--- config.mk ---
export PLATFORM = sky130hd
export DESIGN_NAME = voxel_line_boundary_faces
export DESIGN_NICKNAME = d
export VERILOG_FILES = /design/src/hdl/vlbf_pkg.sv /design/src/hdl/vlbf_ctrl.sv /design/src/hdl/vlbf_dp.sv /design/src/hdl/voxel_line_boundary_faces.sv
export VERILOG_INCLUDE_DIRS = /design/src /design/src/hdl
export SDC_FILE = /design/constraint.sdc
export NUM_CORES = 1
export LEC_CHECK = 0
export ABC_AREA = 0
export BUFFER_PORTS_ARGS = -buffer_cell sky130_fd_sc_hd__buf_2
export CORE_UTILIZATION = 45
export DETAILED_ROUTE_END_ITERATION = 8
export SLEW_MARGIN = 20
export SYNTH_ARGS = -nofsm -noshare
export SYNTH_HDL_FRONTEND = slang
export SYNTH_SLANG_ARGS = --single-unit
--- constraint.sdc ---
create_clock -name i_clk -period 4.5 [get_ports i_clk]
set_clock_uncertainty 0.2 [all_clocks]
set_input_delay 0.225 -clock i_clk [delete_from_list [all_inputs] [get_ports i_clk]]
set_output_delay 0.225 -clock i_clk [all_outputs]
set_load 0.02 [all_outputs]
--- src/hdl/voxel_line_boundary_faces_defines.svh ---
// Assertion macros shared by the voxel line boundary faces modules.
// Depends on nothing; expects i_clk and i_rst_n in the including module.
`ifndef VOXEL_LINE_BOUNDARY_FACES_DEFINES_SVH
`define VOXEL_LINE_BOUNDARY_FACES_DEFINES_SVH

// Same-cycle implication, checked outside reset.
`define VLBF_ASSERT_NOW(label, ante, cons, msg) \
    label: assert property (@(posedge i_clk) disable iff (!i_rst_n) (ante) |-> (cons)) \
        else $error(msg);

// Next-cycle implication, checked outside reset.
`define VLBF_ASSERT_NEXT(label, ante, cons, msg) \
    label: assert property (@(posedge i_clk) disable iff (!i_rst_n) (ante) |=> (cons)) \
        else $error(msg);

`endif

--- src/hdl/vlbf_pkg.sv ---
// Shared widths, codes and controller/datapath interface types for the
// voxel line boundary faces block. No dependencies.
package vlbf_pkg;

    localparam int SAMPLE_W  = 16;
    localparam int POS_W     = 8;
    localparam int PLANE_W   = 9;
    localparam int SHADE_W   = 8;
    localparam int COUNT_W   = 32;
    localparam int KIND_W    = 2;
    localparam int CFG_IDX_W = 2;
    localparam int NUM_W     = SAMPLE_W + SHADE_W;
    localparam int DSTEP_W   = 3;

    localparam logic [SHADE_W-1:0] SHADE_FULL = 8'd255;

    localparam logic [KIND_W-1:0] KIND_ENTRY = 2'd0;
    localparam logic [KIND_W-1:0] KIND_EXIT  = 2'd1;
    localparam logic [KIND_W-1:0] KIND_CLOSE = 2'd2;

    localparam logic [CFG_IDX_W-1:0] REG_THRESH_LOW  = 2'd0;
    localparam logic [CFG_IDX_W-1:0] REG_THRESH_HIGH = 2'd1;
    localparam logic [CFG_IDX_W-1:0] REG_WINDOW_MIN  = 2'd2;
    localparam logic [CFG_IDX_W-1:0] REG_WINDOW_MAX  = 2'd3;

    typedef struct packed {
        logic accept;    // latch the input word
        logic load;      // set up divider and compare flags
        logic div_step;  // one restoring divide step
        logic decide;    // update state, load first face
        logic advance;   // output taken, load queued closing face
    } t_cmd;

    typedef struct packed {
        logic div_last;    // this divide step is the last one
        logic face_any;    // the decision yields at least one face
        logic close_pend;  // a closing face waits behind the current one
    } t_status;

endpackage

--- src/hdl/vlbf_ctrl.sv ---
// Sequencer for the voxel line boundary faces block: accept, load, divide, decide,
// emit. Depends on vlbf_pkg and the defines header.
`include "voxel_line_boundary_faces_defines.svh"

module vlbf_ctrl
    import vlbf_pkg::*;
(
    input  logic    i_clk,
    input  logic    i_rst_n,
    input  logic    i_in_valid,
    input  logic    i_out_stall,
    input  t_status i_status,
    output t_cmd    o_cmd,
    output logic    o_in_stall,
    output logic    o_out_valid
);

    localparam logic [2:0] S_IDLE   = 3'd0;
    localparam logic [2:0] S_LOAD   = 3'd1;
    localparam logic [2:0] S_DIV    = 3'd2;
    localparam logic [2:0] S_DECIDE = 3'd3;
    localparam logic [2:0] S_OUT    = 3'd4;

    logic [2:0] r_state;
    logic [2:0] n_state;

    always_comb begin
        n_state = r_state;
        o_cmd   = '0;
        unique case (r_state)
            S_IDLE: begin
                if (i_in_valid) begin
                    o_cmd.accept = 1'b1;
                    n_state      = S_LOAD;
                end
            end
            S_LOAD: begin
                o_cmd.load = 1'b1;
                n_state    = S_DIV;
            end
            S_DIV: begin
                o_cmd.div_step = 1'b1;
                if (i_status.div_last) begin
                    n_state = S_DECIDE;
                end
            end
            S_DECIDE: begin
                o_cmd.decide = 1'b1;
                n_state      = i_status.face_any ? S_OUT : S_IDLE;
            end
            S_OUT: begin
                if (!i_out_stall) begin
                    // a queued closing face follows the one just taken
                    if (i_status.close_pend) begin
                        o_cmd.advance = 1'b1;
                    end else begin
                        n_state = S_IDLE;
                    end
                end
            end
            default: begin
                n_state = S_IDLE;
            end
        endcase
    end

    always_ff @(posedge i_clk) begin
        if (!i_rst_n) begin
            r_state <= S_IDLE;
        end else begin
            r_state <= n_state;
        end
    end

    assign o_in_stall  = (r_state != S_IDLE);
    assign o_out_valid = (r_state == S_OUT);

    `VLBF_ASSERT_NEXT(a_div_to_decide, i_rst_n && r_state == S_DIV && i_status.div_last, r_state == S_DECIDE, "divide did not end in decide")
    `VLBF_ASSERT_NEXT(a_accept_to_load, i_rst_n && o_cmd.accept, r_state == S_LOAD, "accepted word not loaded")
    `VLBF_ASSERT_NOW(a_out_blocks_in, o_out_valid, o_in_stall, "input open while a face is held")

endmodule

--- src/hdl/vlbf_dp.sv ---
// Datapath for the voxel line boundary faces block: config registers, shade
// divider, inside tracking, face counter and output register. Uses vlbf_pkg.
`include "voxel_line_boundary_faces_defines.svh"

module vlbf_dp
    import vlbf_pkg::*;
(
    input  logic                       i_clk,
    input  logic                       i_rst_n,
    input  logic                       i_cfg_we,
    input  logic [CFG_IDX_W-1:0]       i_cfg_idx,
    input  logic [SAMPLE_W-1:0]        i_cfg_data,
    input  logic signed [SAMPLE_W-1:0] i_sample,
    input  logic [POS_W-1:0]           i_line_pos,
    input  logic                       i_line_end,
    input  t_cmd                       i_cmd,
    output t_status                    o_status,
    output logic [KIND_W-1:0]          o_face_kind,
    output logic [PLANE_W-1:0]         o_face_plane,
    output logic [SHADE_W-1:0]         o_shade,
    output logic [COUNT_W-1:0]         o_face_count,
    output logic                       o_last_result
);

    // configuration
    logic signed [SAMPLE_W-1:0] r_thresh_low;
    logic signed [SAMPLE_W-1:0] r_thresh_high;
    logic signed [SAMPLE_W-1:0] r_window_min;
    logic signed [SAMPLE_W-1:0] r_window_max;

    // latched input word
    logic signed [SAMPLE_W-1:0] r_sample;
    logic [POS_W-1:0]           r_pos;
    logic                       r_end;

    // compare flags and divider
    logic                 r_le_min;
    logic                 r_ge_max;
    logic                 r_in_win;
    logic [NUM_W-1:0]     r_rem;
    logic [NUM_W-2:0]     r_dsh;
    logic [SHADE_W-1:0]   r_quo;
    logic [DSTEP_W-1:0]   r_step;

    // block state
    logic                 r_inside;
    logic [SHADE_W-1:0]   r_prev;
    logic [SHADE_W-1:0]   r_cur;
    logic [COUNT_W-1:0]   r_count;
    logic                 r_close_pend;

    // output register
    logic [KIND_W-1:0]    r_out_kind;
    logic [PLANE_W-1:0]   r_out_plane;
    logic [SHADE_W-1:0]   r_out_shade;
    logic [COUNT_W-1:0]   r_out_count;
    logic                 r_out_last;

    logic signed [SAMPLE_W:0] diff;
    logic [SAMPLE_W:0]        den_full;
    logic [SAMPLE_W-1:0]      diff_u;
    logic [NUM_W-1:0]         num;
    logic [NUM_W-1:0]         trial;
    logic                     fits;
    logic [SHADE_W-1:0]       cur;
    logic                     entry;
    logic                     exit_face;
    logic                     inside_mid;
    logic                     close_face;
    logic                     first_face;
    logic [PLANE_W-1:0]       plane_next;
    logic [COUNT_W-1:0]       count_inc;

    assign diff     = {r_sample[SAMPLE_W-1], r_sample}
                    - {r_window_min[SAMPLE_W-1], r_window_min};
    assign den_full = {r_window_max[SAMPLE_W-1], r_window_max}
                    - {r_window_min[SAMPLE_W-1], r_window_min};
    assign diff_u   = diff[SAMPLE_W-1:0];
    // (v - min) * 255 as (d << 8) - d
    assign num      = {diff_u, {SHADE_W{1'b0}}} - {{SHADE_W{1'b0}}, diff_u};

    assign trial = r_rem - {1'b0, r_dsh};
    assign fits  = (r_rem >= {1'b0, r_dsh});

    always_comb begin
        priority if (r_le_min) begin
            cur = '0;
        end else if (r_ge_max) begin
            cur = SHADE_FULL;
        end else begin
            cur = r_quo;
        end
    end

    assign entry      = !r_inside && r_in_win;
    assign exit_face  = r_inside && !r_in_win;
    assign inside_mid = entry || (r_inside && !exit_face);
    assign close_face = r_end && inside_mid;
    assign first_face = entry || exit_face;
    assign plane_next = {1'b0, r_pos} + {{(PLANE_W-1){1'b0}}, 1'b1};
    assign count_inc  = r_count + {{(COUNT_W-1){1'b0}}, 1'b1};

    assign o_status.div_last   = (r_step == '0);
    assign o_status.face_any   = first_face || close_face;
    assign o_status.close_pend = r_close_pend;

    always_ff @(posedge i_clk) begin
        if (!i_rst_n) begin
            r_thresh_low  <= '0;
            r_thresh_high <= 16'sd32767;
            r_window_min  <= '0;
            r_window_max  <= 16'sd255;
        end else if (i_cfg_we) begin
            unique case (i_cfg_idx)
                REG_THRESH_LOW:  r_thresh_low  <= i_cfg_data;
                REG_THRESH_HIGH: r_thresh_high <= i_cfg_data;
                REG_WINDOW_MIN:  r_window_min  <= i_cfg_data;
                REG_WINDOW_MAX:  r_window_max  <= i_cfg_data;
                default: ;
            endcase
        end
    end

    // payload and divider registers
    always_ff @(posedge i_clk) begin
        if (i_cmd.accept) begin
            r_sample <= i_sample;
            r_pos    <= i_line_pos;
            r_end    <= i_line_end;
        end
        if (i_cmd.load) begin
            r_le_min <= (r_sample <= r_window_min);
            r_ge_max <= (r_sample >= r_window_max);
            r_in_win <= (r_sample >= r_thresh_low) && (r_sample <= r_thresh_high);
            r_rem    <= num;
            r_dsh    <= {den_full[SAMPLE_W-1:0], {(SHADE_W-1){1'b0}}};
            r_quo    <= '0;
            r_step   <= '1;
        end else if (i_cmd.div_step) begin
            if (fits) begin
                r_rem <= trial;
            end
            r_quo  <= {r_quo[SHADE_W-2:0], fits};
            r_dsh  <= {1'b0, r_dsh[NUM_W-2:1]};
            r_step <= r_step - {{(DSTEP_W-1){1'b0}}, 1'b1};
        end
        if (i_cmd.decide) begin
            r_cur <= cur;
        end
    end

    // inside tracking and face counter
    always_ff @(posedge i_clk) begin
        if (!i_rst_n) begin
            r_inside     <= 1'b0;
            r_prev       <= '0;
            r_count      <= '0;
            r_close_pend <= 1'b0;
        end else if (i_cmd.decide) begin
            r_inside     <= inside_mid && !r_end;
            r_prev       <= cur;
            r_close_pend <= first_face && close_face;
            if (first_face || close_face) begin
                r_count <= count_inc;
            end
        end else if (i_cmd.advance) begin
            r_close_pend <= 1'b0;
            r_count      <= count_inc;
        end
    end

    always_ff @(posedge i_clk) begin
        if (i_cmd.decide) begin
            r_out_count <= count_inc;
            if (first_face) begin
                r_out_kind  <= entry ? KIND_ENTRY : KIND_EXIT;
                r_out_plane <= plane_next;
                r_out_shade <= entry ? cur : r_prev;
                r_out_last  <= !close_face;
            end else begin
                r_out_kind  <= KIND_CLOSE;
                r_out_plane <= {1'b0, r_pos};
                r_out_shade <= cur;
                r_out_last  <= 1'b1;
            end
        end else if (i_cmd.advance) begin
            r_out_count <= count_inc;
            r_out_kind  <= KIND_CLOSE;
            r_out_plane <= {1'b0, r_pos};
            r_out_shade <= r_cur;
            r_out_last  <= 1'b1;
        end
    end

    assign o_face_kind   = r_out_kind;
    assign o_face_plane  = r_out_plane;
    assign o_shade       = r_out_shade;
    assign o_face_count  = r_out_count;
    assign o_last_result = r_out_last;

    `VLBF_ASSERT_NOW(a_advance_needs_close, i_cmd.advance, r_close_pend, "advance without queued closing face")
    `VLBF_ASSERT_NEXT(a_count_step, i_rst_n && i_cmd.decide && o_status.face_any, r_count == $past(r_count) + 32'd1, "face count did not step")
    `VLBF_ASSERT_NEXT(a_pend_not_last, i_rst_n && i_cmd.decide && first_face && close_face, !r_out_last && r_out_kind != KIND_CLOSE, "first of two faces marked last")

endmodule

--- src/hdl/voxel_line_boundary_faces.sv ---
// Voxel line boundary faces: emits entry, exit and closing faces for one
// voxel line at a time. Built from vlbf_ctrl and vlbf_dp; uses vlbf_pkg.
//
// Usage:
//   Input channel (i_in_valid / o_in_stall) carries one voxel word: sample,
//   line_pos, line_end. Voxels arrive in descending order along the line.
//   Output channel (o_out_valid / i_out_stall) carries zero, one or two face
//   words per voxel; o_last_result marks the last face of a voxel.
//   Configuration is a write port (i_cfg_we, i_cfg_idx, i_cfg_data) for the
//   object window and shade window; write it only while the block is idle.
// Sequence:
//   From acceptance to its first face a voxel passes through latch, then
//   forming (v-min)*255 and the compare flags, then the restoring divide
//   (one quotient bit per cycle), then decide. Each face then holds the
//   output until taken. A voxel with no face frees the input once decided;
//   otherwise after its last face is taken.
//   The input stays stalled while a voxel is in work or its faces are held.
// Reset: synchronous active low; clears the inside flag, previous shade,
//   face count and restores register defaults. A stalled face holds steady.
module voxel_line_boundary_faces
    import vlbf_pkg::*;
(
    input  logic                       i_clk,
    input  logic                       i_rst_n,
    input  logic                       i_cfg_we,
    input  logic [CFG_IDX_W-1:0]       i_cfg_idx,
    input  logic [SAMPLE_W-1:0]        i_cfg_data,
    input  logic                       i_in_valid,
    output logic                       o_in_stall,
    input  logic signed [SAMPLE_W-1:0] i_sample,
    input  logic [POS_W-1:0]           i_line_pos,
    input  logic                       i_line_end,
    output logic                       o_out_valid,
    input  logic                       i_out_stall,
    output logic [KIND_W-1:0]          o_face_kind,
    output logic [PLANE_W-1:0]         o_face_plane,
    output logic [SHADE_W-1:0]         o_shade,
    output logic [COUNT_W-1:0]         o_face_count,
    output logic                       o_last_result
);

    t_cmd    cmd;
    t_status status;

    vlbf_ctrl u_ctrl (
        .i_clk       (i_clk),
        .i_rst_n     (i_rst_n),
        .i_in_valid  (i_in_valid),
        .i_out_stall (i_out_stall),
        .i_status    (status),
        .o_cmd       (cmd),
        .o_in_stall  (o_in_stall),
        .o_out_valid (o_out_valid)
    );

    vlbf_dp u_dp (
        .i_clk         (i_clk),
        .i_rst_n       (i_rst_n),
        .i_cfg_we      (i_cfg_we),
        .i_cfg_idx     (i_cfg_idx),
        .i_cfg_data    (i_cfg_data),
        .i_sample      (i_sample),
        .i_line_pos    (i_line_pos),
        .i_line_end    (i_line_end),
        .i_cmd         (cmd),
        .o_status      (status),
        .o_face_kind   (o_face_kind),
        .o_face_plane  (o_face_plane),
        .o_shade       (o_shade),
        .o_face_count  (o_face_count),
        .o_last_result (o_last_result)
    );

endmodule

## Word level (Yosys, flattened, before mapping)

Cells that the tools add are included.

| storage, ports and cells | value |
|---|---|
| register bits | 255 |
| input port bits | 48 |
| output and inout bits | 54 |
| logic and storage cells | 120 |

| operators by class | value |
|---|---|
| add/subtract/negate cells | 7 |
| $lt $le $gt $ge | 5 |
| equality and inequality tests | 12 |
| multiplexer cells | 41 |
| reduce and logical (&&, ||, !) cells | 29 |

Operators by type and width:

| operator | number |
|---|---|
| 2-to-1 mux 32 bit | 4 |
| 2-to-1 mux 24 bit | 3 |
| 2-to-1 mux 8 bit | 6 |
| 2-to-1 mux 23 bit | 2 |
| adder 32 x 1 -> 32 bit, second input constant | 1 |
| >= comparator 16 bit | 2 |
| <= comparator 16 bit | 2 |
| subtractor 16 bit | 2 |
| 2-to-1 mux 9 bit | 3 |
| >= comparator 24 x 23 -> 1 bit | 1 |
| subtractor 24 x 16 -> 24 bit | 1 |
| subtractor 24 x 23 -> 24 bit | 1 |
| 2-to-1 mux 3 bit | 5 |
| case mux 3 bit (5 select lines) | 1 |
| 2-to-1 mux 1 bit | 14 |
| AND reduction 2 bit | 6 |
| adder 8 x 1 -> 9 bit, second input constant | 1 |
| inequality test 2 bit, second input constant | 4 |
| logical AND 1 bit | 7 |
| equality test 3 x 2 -> 1 bit, second input constant | 2 |
| zero test 3 bit | 2 |
| 2-to-1 mux 2 bit | 3 |
| nonzero test 2 bit | 3 |
| zero test 1 bit | 5 |
| other kinds (10) | 13 |

## Longest topological paths before layout

| depth | value |
|---|---|
| word-level depth | 9 |
| gate-level depth with buffers | 19 |
| depth with buffers taken out | 19 |

## By module

From an unflattened synthesis, not the netlist that was laid out.

| unflattened totals | value |
|---|---|
| cell total of the unflattened synthesis | 1577 |
| area total of the unflattened synthesis | 14804.2 sq um |

Modules (own cells, without submodules):

| module | times used | cells each | area each (sq um) | seq. area each (sq um) |
|---|---|---|---|---|
| vlbf_dp | 1 | 1556 | 14625.3 | 6326.1 |
| vlbf_ctrl | 1 | 21 | 178.9 | 60.1 |

## Worst setup path after synthesis

No wires, ideal clock.

| timing | value |
|---|---|
| kind | flip-flop to flip-flop |
| from | reg u_dp.r_sample[0] |
| to | reg u_dp.r_rem[17] (data pin) |
| library setup time | 0.260 ns |
| arrival time | 4.106 ns |
| data required time | 4.040 ns |
| slack | -0.065 ns |
| cell stages (with the launch flop) | 19 |
| buffers on the path | 0 |
| period minus slack after synthesis | 4.565 ns |
| cell sequence | edfxtp_1 -> inv_1 -> ha_1 -> inv_1 -> fa_1 -> a211o_1 -> a2111oi_1 -> o21ba_2 -> o21ai_0 -> nand2_1 -> xor2_1 -> ha_1 -> and2_2 -> a221oi_1 -> a221oi_4 -> o221ai_2 -> o211ai_2 -> xor2_1 -> mux2_2 |

| between the ends | value |
|---|---|
| cells in the longest elaborated chain, start to end | 3 |

RTL lines:

| element | RTL line | source |
|---|---|---|
| start: declaration | vlbf_dp.sv:32 | `logic signed [SAMPLE_W-1:0] r_sample;` |
| start signal: assignment | vlbf_dp.sv:127 | `r_sample <= i_sample;` |
| subtractor 16 bit | vlbf_dp.sv:75 | `- {r_window_min[SAMPLE_W-1], r_window_min};` |
| subtractor 24 x 16 -> 24 bit | vlbf_dp.sv:80 | `assign num = {diff_u, {SHADE_W{1'b0}}} - {{SHADE_W{1'b0}}, diff_u};` |
| 2-to-1 mux 24 bit | vlbf_dp.sv:131 | `if (i_cmd.load) begin` |
| end signal: assignment | vlbf_dp.sv:135 | `r_rem <= num;` |
| end signal: assignment | vlbf_dp.sv:141 | `r_rem <= trial;` |
| end: declaration | vlbf_dp.sv:40 | `logic [NUM_W-1:0] r_rem;` |

Every way passes these cells.
A chain may end at the register's enable or synchronous reset.

## Final worst setup path

Same ends and word-level chain as after synthesis.

==> results.tsv <==
metric	value	unit
post-route setup slack	253	ps
largest net degree at the start of global routing	64	
post-route ant nets	0	
RD Place Congestion	0.899	
most numerous cell in the Yosys netlist	nand2_1	
die boundary width	182	um
final wirelength	34.6	mm
Data required, critical path	4620	ps
syn avg cell area	9.52	um^2
outcome	finished clean	
Yosys reg bits	255	
core region area	0.0317	mm^2
number of max-cap violations	0	
RSZ-0062 raised after global routing	false	
dpl cell area	0.0156	mm^2
Mapped Cells	1532	
Rel. slew slack	27.5	%
drt pass-1 iters	4	
fmax	0.235	GHz
Post-synth EDFFs	128	
minimum clock period	4250	ps
final setup fails	0	
syn nets	1697	
Vias/cell	5.35	
Cell Area, Synth	0.0146	mm^2
Multi-input gate area	0.00760	mm^2
dpl ws	-42.0	ps
antenna violations before repair	0	
Critical Path Source Type	register	
Synth warnings	0	
Slew @ Worst Pin	1090	ps
Final Net Count	1857	
Layout fillers	2864	
first-pass GRT wire length	55.3	mm
hold crit path type	input port to register	
synth top area cells	edfxtp_1 26%, dfxtp_1 17%, ha_1 9.8%	
DIE AREA	0.0331	mm^2
starting density of the core	46.0	%
CTS tree	yes	
Yosys cell types	85	
fin. max-slew vios	0	
Synth async-reset ratio	0	%
fin util	54.0	%
Ports	102	
WL per Instance	16.3	um
CP Capture Type	register	
Starting DRT DRC Count	662	
r2r setup slk	250	ps
number of H-tree levels	1	
Final TNS setup	0	ps
Lkg Pwr	6.92	nW
DP Wirelength	25.2	mm
TritonCTS Buffers	29	
clock buffer depth	3	
Synth top area share	26.4	%
vias in the first global route	10700	
Commonest cells post-synth	208 x nand2_1, 128 x edfxtp_1, 127 x dfxtp_1	
CP max FO	3	
I/O Buffers	101	
post-synth top area cell	edfxtp_1	
site row count	65	
TritonCTS Sinks	255	
register area	0.00639	mm^2
clock slew at reported path FFs	60	ps
kind of critical path	register to register	
P&R area growth vs syn	17.5	%
Root Buffer	clkbuf_16	
total grt overflow	0	
layout cells sized above 1	13.1	%
VDD IR max	333	uV
Final Hold Violating Endpoints	0	
ant diodes	0	
top_reg_cell synth	edfxtp_1	
final instance area	0.0171	mm^2
PwrDens	409	mW/mm^2
part of the Yosys area used for sequential elements	43.8	%
Post-route DRC	0	
Tot GR Track Use	20.8	%
die height	182	um
Final period util	94.4	%
clk_lat worst skew	560	ps
critical path arrival	4360	ps
via count	11300	
flip-flops by register name, indices dropped and copies added (netlist names), 2 cells and up:
signal,cells
u_dp.o_face_count,32
u_dp.r_count,32
u_dp.r_rem,24
u_dp.r_dsh,23
u_dp.r_sample,16
u_dp.r_thresh_high,16
u_dp.r_thresh_low,16
u_dp.r_window_max,16
u_dp.r_window_min,16
u_dp.o_face_plane,9
u_dp.o_shade,8
u_dp.r_cur,8
u_dp.r_pos,8
u_dp.r_prev,8
u_dp.r_quo,8
u_ctrl.r_state,3
u_dp.r_step,3
u_dp.o_face_kind,2
worst max-delay path: stages (launching register included):
cell and delay, ps:
edfxtp_1 360, inv_1 80, ha_1 140, inv_1 50, fa_2 350, a211o_1 310
a2111oi_4 300, o21ba_2 190, o21ai_1 80, nand2_1 110, xor2_2 200, ha_4 240
and2_2 210, a221oi_4 290, a221oi_4 110, o221ai_2 240, o211ai_2 120, xor2_1 150
mux2_2 260
cells by family (layout without fill, tap and decap cells):
logic type,after synthesis,count (layout),share of synthesized area (%)
simple gates,487,487,15.8
compound gates,365,365,17.3
flops,255,255,43.8
buf+inv,177,360,4.76
xor+xnor,122,122,7.43
fa+ha+maj,119,119,10.3
mux,7,7,0.506
where the power goes:
part	internal [mW]	switching (mW)
Clock	1.33	0.953
Sequential	2.67	0.0875
Combinational	0.855	1.10
stage by stage:
stage / cells / total power [mW] / hold WS (ps)
6_report: 2117 / 7.00 / 178
5_1_grt: 2117 / 7.38 / 157
4_1_cts: 2116 / 7.02 / 147
3_5_place_dp: 2011 / 4.68 / 203
3_3_place_gp: 2011 / 4.65 / 203
2_1_floorplan: 1532 / 4.19 / 124
layout make-up:
cell class	count	area share, %
multi-input cells	1100	44.4
well taps	402	2.94
clock buffers	42	4.82
inverters	120	2.63
flip-flops and latches	255	37.3
repair buffers	186	7.42
clock inverters	12	0.541
worst paths after layout:
path	from	endpoint	cells past startpoint
worst max-delay path	u_dp.r_sample[0]	u_dp.r_rem[17]	18
worst min-delay path	i_sample[12]	u_dp.r_sample[12]	2
worst max register to register	u_dp.r_sample[0]	u_dp.r_rem[17]	18
worst min register to register	u_dp.r_step[0]	u_dp.r_step[0]	1
cells in the final DEF (no fill, tap or decap), drive strengths merged, types with 23 or more instances in the layout:
cell type / Yosys / final
a21boi: 66 / 66
a21oi: 69 / 69
and2: 28 / 28
buf: 5 / 135
clkbuf: 52 / 42
dfxtp: 127 / 127
dlygate4sd3: 0 / 51
edfxtp: 128 / 128
ha: 114 / 114
inv: 118 / 119
nand2: 208 / 208
nand3: 34 / 34
nor2: 86 / 86
nor3: 23 / 23
o211ai: 28 / 28
o21a: 24 / 24
o21ai: 66 / 66
xnor2: 78 / 78
xor2: 44 / 44
what timing repair did:
action / CTS / global route
buffers inserted: 0 / 1
setup endpoints to repair: 1 / 8
hold endpoints to repair: 92 / 0
gates resized for setup: 1 / 8
pin swaps: 0 / 8
hold buffers: 51 / 0
routing by layer:
layer | track usage, % | part of all wire, % | up-vias
li1 | - | - | 5740
met1 | 27.3 | 47 | 5291
met2 | 35.9 | 47 | 234
met3 | 2.49 | 3.4 | 65
met4 | 5.85 | 2.7 | 0
met5 | 0 | 0 | -
Power figures use the tool's default switching activity.
